## src/hw/rtl/frfr_pkg.sv

```systemverilog
package frfr_pkg;

	// Table size and derived widths
	localparam int unsigned ENTRIES = 16;
	localparam int unsigned IDX_W   = (ENTRIES > 1) ? $clog2(ENTRIES) : 1;
	localparam int unsigned CNT_W   = $clog2(ENTRIES + 1);
	localparam int unsigned FRAME_W = 31;

	typedef logic [FRAME_W-1:0] frame_t;
	typedef logic [CNT_W-1:0]   cnt_t;

	typedef enum logic [1:0] {
		KIND_CLEAR = 2'd0,
		KIND_LOAD  = 2'd1,
		KIND_MAP   = 2'd2,
		KIND_NONE  = 2'd3
	} kind_t;

	typedef enum logic [1:0] {
		STAT_OK      = 2'd0,
		STAT_BOUNDS  = 2'd1,
		STAT_OVERLAP = 2'd2,
		STAT_FULL    = 2'd3
	} status_t;

	// One range entry as written into a cell
	typedef struct packed {
		frame_t lo;
		frame_t hi;
		frame_t rep;
	} entry_t;

	// Per-cell control from the top level
	typedef struct packed {
		logic active;
		logic wr_en;
	} cell_ctl_t;

	// Transaction record handed from cell to cell
	typedef struct packed {
		logic   valid;
		kind_t  kind;
		frame_t lo;
		frame_t hi;
		frame_t key;
		logic   hit;
		frame_t src;
		logic   ovl;
	} carry_t;

endpackage

```

## src/hw/rtl/frfr_cell.sv

```systemverilog
module frfr_cell (
	input  logic                clk,
	input  logic                arst_n,
	input  frfr_pkg::cell_ctl_t ctl,
	input  frfr_pkg::entry_t    wr,
	input  frfr_pkg::carry_t    carry_in,
	output frfr_pkg::carry_t    carry_out
);

	frfr_pkg::entry_t ent_q;
	frfr_pkg::carry_t nxt;
	frfr_pkg::carry_t carry_q;
	logic             valid_q;

	// Hold the stored range
	always_ff @(posedge clk) begin
		if (ctl.wr_en) begin
			ent_q <= wr;
		end
	end

	// Check the passing transaction against this entry
	always_comb begin
		nxt = carry_in;
		if (carry_in.valid && ctl.active) begin
			if (carry_in.kind == frfr_pkg::KIND_MAP && !carry_in.hit
					&& carry_in.key >= ent_q.lo && carry_in.key <= ent_q.hi) begin
				nxt.hit = 1'b1;
				nxt.src = ent_q.rep;
			end
			if (carry_in.kind == frfr_pkg::KIND_LOAD
					&& carry_in.lo <= ent_q.hi && ent_q.lo <= carry_in.hi) begin
				nxt.ovl = 1'b1;
			end
		end
	end

	// Advance to the neighbor
	always_ff @(posedge clk or negedge arst_n) begin
		if (!arst_n) begin
			valid_q <= 1'b0;
		end else begin
			valid_q <= carry_in.valid;
		end
	end

	always_ff @(posedge clk) begin
		carry_q <= nxt;
	end

	always_comb begin
		carry_out       = carry_q;
		carry_out.valid = valid_q;
	end

endmodule

```

## config.mk

```make
export PLATFORM = sky130hd
export DESIGN_NAME = frfr_cell
export DESIGN_NICKNAME = d
export VERILOG_FILES = /design/src/hw/rtl/frfr_pkg.sv /design/src/hw/rtl/frfr_cell.sv
export SDC_FILE = /design/constraint.sdc
export NUM_CORES = 1
export LEC_CHECK = 0
export BUFFER_PORTS_ARGS = -buffer_cell sky130_fd_sc_hd__buf_2
export CORE_MARGIN = 10
export CORE_UTILIZATION = 25
export CTS_CLUSTER_SIZE = 8
export DETAILED_ROUTE_END_ITERATION = 6
export GPL_TIMING_DRIVEN = 0
export SETUP_SLACK_MARGIN = 0.4
export SLEW_MARGIN = 20
export SYNTH_ARGS = -nofsm -noshare
export SYNTH_HDL_FRONTEND = slang
export SYNTH_SLANG_ARGS = --single-unit
```

## constraint.sdc

```tcl
create_clock -name clk -period 2.57 [get_ports clk]
set_input_delay 0.6425 -clock clk [delete_from_list [all_inputs] [get_ports clk]]
set_output_delay 0.6425 -clock clk [all_outputs]
set_load 0.05 [all_outputs]
```

==> results of run 1 <==
power by group:
group          switching (mW)  internal [mW]
Sequential             0.0724           3.92
Combinational           0.987          0.552
Clock                    1.47           2.25
Total                    2.53           6.72
worst paths after layout:
path	start	endpoint	slack, ps
worst min register to register	ent_q[24]	carry_out[25]	460
min in group asynchronous	arst_n	valid_q	480
max in group asynchronous	arst_n	valid_q	1980
worst max register to register	ent_q[77]	carry_out[13]	-20
worst max-delay path	ent_q[77]	carry_out[13]	-20
worst min-delay path	carry_in[71]	carry_out[71]	200
kinds of logic (layout without fill, tap and decap cells):
kind of cell             count (synthesis)  in the layout  share of synthesized area
flip-flops                             222            222                      0.600
adder cells (fa/ha/maj)                124            124                      0.173
buffers and inverters                  100            527                     0.0477
AND/OR/NAND/NOR                         99             99                     0.0586
AO/OA/AOI/OAI                           97             97                     0.0691
multiplexers                            31             31                     0.0511
other                                    0              2                          0
flip-flops by register name, indices dropped and copies added (netlist names):
| register | flops |
|---|---|
| valid_q | 1 |
| carry_out | 128 |
| ent_q | 93 |
layout by cell type, fill, tap and decap left out, types with 3 or more instances in the layout:
master / Yosys / routed
inv_1: 96 / 86
dfxtp_1: 128 / 128
inv_2: 0 / 9
edfxtp_1: 93 / 93
buf_4: 1 / 10
a21oi_1: 38 / 36
a211oi_2: 0 / 4
buf_16: 0 / 3
nor2b_1: 5 / 4
clkbuf_16: 0 / 31
clkbuf_1: 0 / 26
nor2_1: 15 / 14
buf_12: 3 / 5
nand3_1: 9 / 9
mux2_4: 29 / 30
buf_2: 0 / 353
a21o_1: 10 / 10
ha_4: 0 / 27
o21ai_2: 0 / 3
ha_1: 124 / 97
nor3_1: 7 / 5
o211ai_1: 4 / 4
nand4_1: 21 / 21
nand2_1: 24 / 22
and4_1: 4 / 3
o21ai_0: 16 / 12
a211oi_1: 9 / 5
repair_timing:
item	CTS	global route
hold endpoints to repair	1	0
setup buffers	8	3
hold buffers	1	0
pin swaps	8	11
endpoints found under the setup margin	33	33
gates cloned	2	0
resized for setup	29	17
final cells by class:
class / count / area, um^2 / share of cell area
Multi-Input combinational cell: 351 / 3690 / 0.285
Antenna cell: 2 / 5.00 / 0.000387
Tap cell: 461 / 577 / 0.0445
Timing Repair Buffer: 369 / 1980 / 0.153
Inverter: 96 / 368 / 0.0284
Sequential cell: 222 / 5380 / 0.416
Clock inverter: 1 / 8.76 / 0.000676
Buffer: 4 / 67.6 / 0.00522
Clock buffer: 57 / 873 / 0.0675
critical path: cells and delay by family, from the launching register on:
| family | cells | cell delay [ps] |
|---|---|---|
| and+or+nand+nor | 2 | 420 |
| AOI/OAI and AO/OA | 4 | 740 |
| muxes | 1 | 290 |
| adders and majority gates | 1 | 200 |
| buffers and inverters | 3 | 400 |
| DFF | 1 | 400 |
metrics by stage:
stage | instances | setup WS [ps] | TNS [ps] | hold WS [ps]
CTS | 1558 | -124 | -2720 | 172
finish | 1563 | -22.6 | -197 | 198
global placement | 1488 | -836 | -51470 | 437
global route | 1563 | -160 | -4000 | 181
detailed placement | 1489 | -838 | -26460 | 450
floorplan | 673 | 112 | 0 | 347
per-layer routing:
layer / up-vias / routed length, um / global-route usage
li1: 3239 / - / -
met1: 3045 / 12500 / 0.154
met2: 202 / 14900 / 0.227
met3: 46 / 1920 / 0.0352
met4: 4 / 732 / 0.0442
met5: - / 27 / 0
==> metrics, run 1 <==
status finished with violations; failing checks setup timing; # rows 69; Req. time, crit path 3000 ps; sequential-to-total area share from yosys stat 0.600; maximum clock insertion buffer count 3; CTS tree done; total chip power 9.26 mW; top cells by area, synth edfxtp_1 (31%), dfxtp_1 (29%), ha_1 (17%); number of synthesis warnings 0; min Tclk post-route 2590 ps; initial antenna violation count 5; mapped cell area 8960 um^2; CP most frequent cell buf_12; max-capacitance violation count 0; WL final 30100 um; via count 6536; DR WL/cell 19.3 um; number of setup violations in the final report 15; cell count after synthesis 673; Root Driver clkbuf_16; final non-filler cell area 12900 um^2; Final Skew 19.0 ps; Detail Placement HPWL 24400 um; hold depth 1; core area 35500 um^2; share of cells above drive strength 1 0.455; DRC viols 0; fillers 3499; Num Clock Sinks 222; final worst setup slack -22.6 ps; Crit-path slowest cell edfxtp_1; largest area contributor in the netlist edfxtp_1; Mapped Nets 1023; GPL Wtd Cong 0.758; die footprint 43800 um^2; vias in the first global route 7172; Hold Fails Final Rpt 0; Primary FF master, synth dfxtp_1; Die H 209 um; CP startpoint kind flip-flop; Congestion Overflow GR 0; Reg clk slew, reported paths 50 ps; I/O pins 355; post-route ant nets 0; Die Width 209 um; endpoint type of the worst setup path flip-flop; f_max 386 MHz; slowest stage delay, CP 400 ps; First-pass DRT Iterations 4; worst skew pair latency 560 ps; Hold Path Class in2reg; first-pass GRT wire length 43800 um; Avg Vias per Cell 4.18; most instantiated cells after synthesis dfxtp_1 (128), ha_1 (124), inv_1 (96); Max VDD drop 0.504 mV; GRT Total Usage 0.131; largest net degree at the start of global routing 49; IO buf count 354; synthesis-to-layout area growth 44.5%; WS Path Type reg2reg; fin. max-slew vios 0; #FFs+latches synth 222; Area after DPL 11700 um^2; pwr dens 715 nW/um^2; slew of the pin with the lowest slew margin 522 ps; CTS Buf Count 31; CP Max Fanout 10; Slew HR 0.652; RSZ-0062 raised after global routing true; most common cell in the netlist dfxtp_1; number of synthesized flops with an enable pin 93; H-tree Lvls 1; fraction of registers with async set or reset after synthesis 0.00450; Leakage Power 6.04 nW; Arr. time, crit path 3020 ps; reg2reg path depth 11; Avg Cell Area, Syn 13.3 um^2; Synth cell types 44; initial core utilization 0.253; layout net count 1425; fin crit share 1.01; top cell type's share of synthesized area 0.312; worst path cell trace inv_1 > ha_4 > and4_1 > nor4bb_4 > a221oi_2 > o31ai_1 > a22o_1 > o21a_4 > buf_12 > buf_12 > mux2_4; fin util 0.365; First DRT Iteration DRCs 215
Note: power is estimated with default switching activity, not from simulation.
==> run 2, diff against run 1 <==
SETUP_SLACK_MARGIN = not set   (was 0.4)
==> run 2 against run 1 <==
- the flow still finishes with violations (setup timing)
- final area decreased by 1.5%
- sequential power about the same
- utilization shrank 0.56 points
- fmax is 5.0% lower
- critical path type unchanged
- critical endpoint is now carry_out[10]
- highest routed layer unchanged
==> metrics, run 2 (synthesis gave the netlist of run 1 again) <==
HP Start carry_in[95] (was carry_in[71]); Die Width 209 um (unchanged); I/O pins 355 (unchanged); DR WL/cell 18.9 um (was 19.3 um); reg2reg path depth 10 (was 11); reg-to-reg endpoint carry_out[10] (was carry_out[13]); CTS Buf Count 34 (was 31); Max VDD drop 0.602 mV (was 0.504 mV); Crit-path slowest cell nor4_4 (was edfxtp_1); R2R Setup Slk -160 ps (was -20 ps); Area after DPL 11400 um^2 (was 11700 um^2); core area 35500 um^2 (unchanged); RSZ-0062 raised after global routing true (unchanged); Root Driver clkbuf_16 (unchanged); fin crit share 1.06 (was 1.01); total chip power 9.59 mW (was 9.26 mW); max reg flops 128 (unchanged); # rows 69 (unchanged); post-route ant nets 0 (unchanged); Hold Fails Final Rpt 0 (unchanged); initial antenna violation count 5 (unchanged); Num Clock Sinks 222 (unchanged); Reg area 5380 um^2 (unchanged); share of cells above drive strength 1 0.433 (was 0.455); final worst setup slack -159 ps (was -22.6 ps); WS Path Type reg2reg (unchanged); endpoint type of the worst setup path flip-flop (unchanged); Congestion Overflow GR 0 (unchanged); Internal 6.93 mW (was 6.72 mW); most frequent cells in the layout buf_2 (353), dfxtp_1 (128), ha_1 (118) (was buf_2 (353), dfxtp_1 (128), ha_1 (97)); hold depth 1 (unchanged); Hold EP carry_out[95] (was carry_out[71]); fillers 3487 (was 3499); commonest non-fill, non-tap cell in the layout buf_2 (unchanged); GRT Total Usage 0.132 (was 0.131); Leakage Power 6.11 nW (was 6.04 nW); worst skew pair latency 540 ps (was 560 ps); CP Max Fanout 7 (was 10); CP startpoint kind flip-flop (unchanged); Slew HR 0.571 (was 0.652); largest net degree at the start of global routing 58 (was 49); vias in the first global route 7204 (was 7172); maximum clock insertion buffer count 3 (unchanged); pwr dens 752 nW/um^2 (was 715 nW/um^2); GPL Wtd Cong 0.772 (was 0.758); slowest stage delay, CP 450 ps (was 400 ps); f_max 366 MHz (was 386 MHz); H-tree Lvls 2 (was 1); max-capacitance violation count 0 (unchanged); Req. time, crit path 2990 ps (was 3000 ps); first-pass GRT wire length 43800 um (about the same); Detail Placement HPWL 24000 um (was 24400 um); final non-filler cell area 12700 um^2 (was 12900 um^2); NetSw 2.65 mW (was 2.53 mW); combinational share of power 0.154 (was 0.166); R2R Path Start ent_q[72] (was ent_q[77]); initial core utilization 0.253 (unchanged); via count 6623 (was 6536); Avg Vias per Cell 4.22 (was 4.18); Multi-input gate area 3390 um^2 (was 3690 um^2); sequential share of power 0.417 (was 0.432); WL final 29700 um (was 30100 um); First DRT Iteration DRCs 225 (was 215); slew of the pin with the lowest slew margin 638 ps (was 522 ps); worst path cell trace inv_2 > ha_4 > nand4_1 > nor4_4 > a221oi_2 > o31ai_1 > a22o_1 > o21a_4 > clkbuf_16 > mux2_4 (was inv_1 > ha_4 > and4_1 > nor4bb_4 > a221oi_2 > o31ai_1 > a22o_1 > o21a_4 > buf_12 > buf_12 > mux2_4); CTS tree done (unchanged); min Tclk post-route 2730 ps (was 2590 ps); DRC viols 0 (unchanged); Final Skew 27.7 ps (was 19.0 ps); Arr. time, crit path 3150 ps (was 3020 ps); layout net count 1433 (was 1425); fin. max-slew vios 0 (unchanged); Hold WS 215 ps (was 198 ps); Clock power frac 0.429 (was 0.402); Reg clk slew, reported paths 60 ps (was 50 ps); number of setup violations in the final report 31 (was 15); First-pass DRT Iterations 4 (unchanged); synthesis-to-layout area growth 42.3% (was 44.5%); die footprint 43800 um^2 (unchanged); Sw Ratio 0.277 (was 0.274); status finished with violations (unchanged); failing checks setup timing (unchanged); Die H 209 um (unchanged); Hold Path Class in2reg (unchanged); IO buf count 354 (unchanged); pre-CTS setup slack -886 ps (was -838 ps)
-- run 2: cell types whose count changed in the layout (fill, tap and decap cells not counted), moves of 5 or more --
cell and delta:
ha_1 +21, ha_4 -21, clkbuf_1 -8, buf_4 +6, inv_1 +5
-- run 2: worst max-delay path by stage --
stage / start / endpoint / slack [ps]
after floorplan: carry_in[128] / carry_out[10] / 6
after global placement: carry_in[47] / carry_out[14] / -870
after detailed placement: carry_in[47] / carry_out[14] / -890
after CTS: ent_q[71] / carry_out[12] / -150
after global routing: ent_q[72] / carry_out[5] / -280
final: ent_q[72] / carry_out[10] / -160
-- run 2: final cells by class --
type	count	share of cell area
Antenna cell	3	0.000589
Buffer	4	0.00530
Clock buffer	53	0.0731
Clock inverter	5	0.00343
Inverter	96	0.0283
Multi-Input combinational cell	351	0.266
Sequential cell	222	0.422
Tap cell	461	0.0452
Timing Repair Buffer	374	0.156
-- run 2: power by group through the flow --
| stage | registers, mW | clock network (mW) | logic [mW] |
|---|---|---|---|
| after floorplan | 4.44 | 0 | 0.468 |
| after global placement | 4.06 | 0 | 1.38 |
| after detailed placement | 4.06 | 0 | 1.41 |
| after CTS | 4.00 | 4.26 | 1.46 |
| after global routing | 4.01 | 4.43 | 1.64 |
| final | 3.99 | 4.11 | 1.48 |
-- run 2: what timing repair did --
item | CTS | global route
endpoints found under the hold margin | 1 | 0
hold buffers | 1 | 0
pin swaps | 8 | 17
resized for setup | 23 | 18
setup endpoints to repair | 33 | 33
cloned | 1 | 1
setup buffers | 5 | 11
-- run 2: metal layers --
| layer | global-route usage | up-vias | wire, um |
|---|---|---|---|
| met2 | 0.221 | 265 | 14300 |
| met5 | 0 | - | 34 |
| li1 | - | 3261 | - |
| met4 | 0.0404 | 6 | 656 |
| met3 | 0.0576 | 47 | 2660 |
| met1 | 0.148 | 3044 | 12100 |
-- run 2: critical path, delay by kind of cell, from the launching register on --
kind	cells	cell delay [ps]
fa+ha+maj	1	260
mux	1	290
compound gates	4	740
flops	1	380
buf+inv	2	280
simple gates	2	660
-- run 2: per-stage QoR --
| stage | std cells | setup TNS, ps | util |
|---|---|---|---|
| 2_1_floorplan | 673 | 0 | - |
| 3_3_place_gp | 1488 | -46830 | 0.320 |
| 3_5_place_dp | 1489 | -27850 | 0.321 |
| 4_1_cts | 1554 | -3920 | 0.353 |
| 5_1_grt | 1566 | -7750 | 0.359 |
| 6_report | 1569 | -3930 | 0.359 |
==> run 3, diff against run 2 <==
TNS_END_PERCENT = 10   (was not set)
==> run 3 against run 2 <==
- the run still ends with setup timing left
- final area shrank 0.77%
- clock skew is essentially flat
- register-to-register slack improved by 40 ps
- critical path type unchanged
- highest routed layer unchanged
==> metrics, run 3 (synthesis gave the netlist of run 1 again) <==
fin. max-slew vios 0 (unchanged); post-route ant nets 0 (unchanged); # rows 69 (unchanged); IO buf count 354 (unchanged); RSZ-0062 raised after global routing true (unchanged); synthesis-to-layout area growth 41.2% (was 42.3%); maximum clock insertion buffer count 3 (unchanged); Reg clk slew, reported paths 60 ps (about the same); Die H 209 um (unchanged); fillers 3494 (was 3487); slowest stage delay, CP 450 ps (about the same); First DRT Iteration DRCs 218 (was 225); worst path cell trace inv_2 > ha_4 > nand4_1 > nor4_4 > a221oi_2 > o31ai_1 > a22o_1 > o21a_4 > buf_12 > mux2_4 (was inv_2 > ha_4 > nand4_1 > nor4_4 > a221oi_2 > o31ai_1 > a22o_1 > o21a_4 > clkbuf_16 > mux2_4); share of cells above drive strength 1 0.424 (was 0.433); Arr. time, crit path 3100 ps (was 3150 ps); fin crit share 1.05 (was 1.06); max reg flops 128 (unchanged); first-pass GRT wire length 43700 um (was 43800 um); Max VDD drop 0.602 mV (about the same); Root Driver clkbuf_16 (unchanged); Fin Setup TNS -3150 ps (was -3930 ps); Reg area 5380 um^2 (unchanged); Final Skew 27.8 ps (was 27.7 ps); min Tclk post-route 2690 ps (was 2730 ps); combinational share of power 0.152 (was 0.154); f_max 371 MHz (was 366 MHz); Num Clock Sinks 222 (unchanged); worst skew pair latency 540 ps (about the same); WS Path Type reg2reg (unchanged); Leakage Power 6.07 nW (was 6.11 nW); Sw Ratio 0.277 (about the same); endpoint type of the worst setup path flip-flop (unchanged); Die Width 209 um (unchanged); Congestion Overflow GR 0 (unchanged); CTS tree done (unchanged); reg2reg path depth 10 (unchanged); I/O pins 355 (unchanged); core area 35500 um^2 (unchanged); vias in the first global route 7165 (was 7204); sequential share of power 0.417 (about the same); initial antenna violation count 5 (unchanged); Hold Path Class in2reg (unchanged); initial core utilization 0.253 (unchanged); CP Max Fanout 10 (was 7); hold depth 1 (unchanged); NetSw 2.65 mW (about the same); total chip power 9.57 mW (was 9.59 mW); most frequent cells in the layout buf_2 (353), dfxtp_1 (128), ha_1 (119) (was buf_2 (353), dfxtp_1 (128), ha_1 (118)); largest net degree at the start of global routing 58 (unchanged); Detail Placement HPWL 24000 um (unchanged); Clock power frac 0.431 (was 0.429); Slew HR 0.622 (was 0.571); First-pass DRT Iterations 4 (unchanged); failing checks setup timing (unchanged); die footprint 43800 um^2 (unchanged); placed cells 1489 (unchanged); Internal 6.92 mW (was 6.93 mW); max-capacitance violation count 0 (unchanged); slew of the pin with the lowest slew margin 563 ps (was 638 ps); Finished Layout Cells 1563 (was 1569); GRT Total Usage 0.132 (about the same); WL final 29700 um (about the same); Multi-input gate area 3340 um^2 (was 3390 um^2); Crit-path slowest cell nor4_4 (unchanged); final worst setup slack -124 ps (was -159 ps); pwr dens 756 nW/um^2 (was 752 nW/um^2); GPL Wtd Cong 0.772 (unchanged); commonest non-fill, non-tap cell in the layout buf_2 (unchanged); status finished with violations (unchanged); DRC viols 0 (unchanged); layout net count 1428 (was 1433); Hold Fails Final Rpt 0 (unchanged); Avg Vias per Cell 4.21 (was 4.22); H-tree Lvls 2 (unchanged); Req. time, crit path 2980 ps (was 2990 ps); CP startpoint kind flip-flop (unchanged); CTS Buf Count 34 (unchanged); DR WL/cell 19.0 um (was 18.9 um); fin util 0.357 (was 0.359); Hold WS 214 ps (was 215 ps); number of setup violations in the final report 32 (was 31); via count 6583 (was 6623)
[run 3: cell count changes in the layout (fill, tap and decap cells not counted), sizes merged]
cell    before  now
diode        3    2
buf        376  370
clkbuf      54   55
[run 3: final cells by class]
type / count / share of cell area
Antenna cell: 2 / 0.000396
Buffer: 4 / 0.00534
Clock buffer: 53 / 0.0737
Clock inverter: 5 / 0.00346
Inverter: 96 / 0.0285
Multi-Input combinational cell: 351 / 0.264
Sequential cell: 222 / 0.425
Tap cell: 461 / 0.0456
Timing Repair Buffer: 369 / 0.154
[run 3: critical path: cells and delay by family, from the launching register on]
family | cells | cell delay (ps)
simple gates | 2 | 660
buf+inv | 2 | 250
fa+ha+maj | 1 | 260
mux | 1 | 300
compound gates | 4 | 730
flops | 1 | 380
[run 3: per-layer routing]
layer	vias to the layer above	part of all wire	global-route usage
met1	3019	0.41	0.149
met2	263	0.48	0.219
met5	-	0.0011	0
met4	6	0.022	0.0404
met3	47	0.089	0.0576
li1	3248	-	-
[run 3: metrics by stage]
| stage | area (um^2) | setup WS [ps] |
|---|---|---|
| after floorplan | 9000 | 6.14 |
| after global placement | 11300 | -872 |
| after detailed placement | 11400 | -886 |
| after CTS | 12500 | -132 |
| after global routing | 12600 | -253 |
| final | 12700 | -124 |
[run 3: power by group through the flow]
stage / Clock, mW / Combinational [mW] / Sequential [mW]
2_1_floorplan: 0 / 0.468 / 4.44
3_3_place_gp: 0 / 1.38 / 4.06
3_5_place_dp: 0 / 1.41 / 4.06
4_1_cts: 4.26 / 1.45 / 4.00
5_1_grt: 4.43 / 1.62 / 4.01
6_report: 4.12 / 1.46 / 3.99
[run 3: repair_timing]
item	in CTS	in global routing
setup buffers	3	8
hold buffers	1	0
setup endpoints to repair	33	33
resized for setup	21	7
endpoints found under the hold margin	1	0
cloned	0	2
pin swaps	6	9
[run 3: worst paths after layout]
path,endpoint,slack (ps),startpoint
min in group asynchronous,valid_q,440,arst_n
setup / recovery,carry_out[28],-120,ent_q[72]
max in group asynchronous,valid_q,2030,arst_n
setup reg to reg,carry_out[28],-120,ent_q[72]
hold / removal,carry_out[95],210,carry_in[95]
hold reg to reg,carry_out[1],460,ent_q[0]
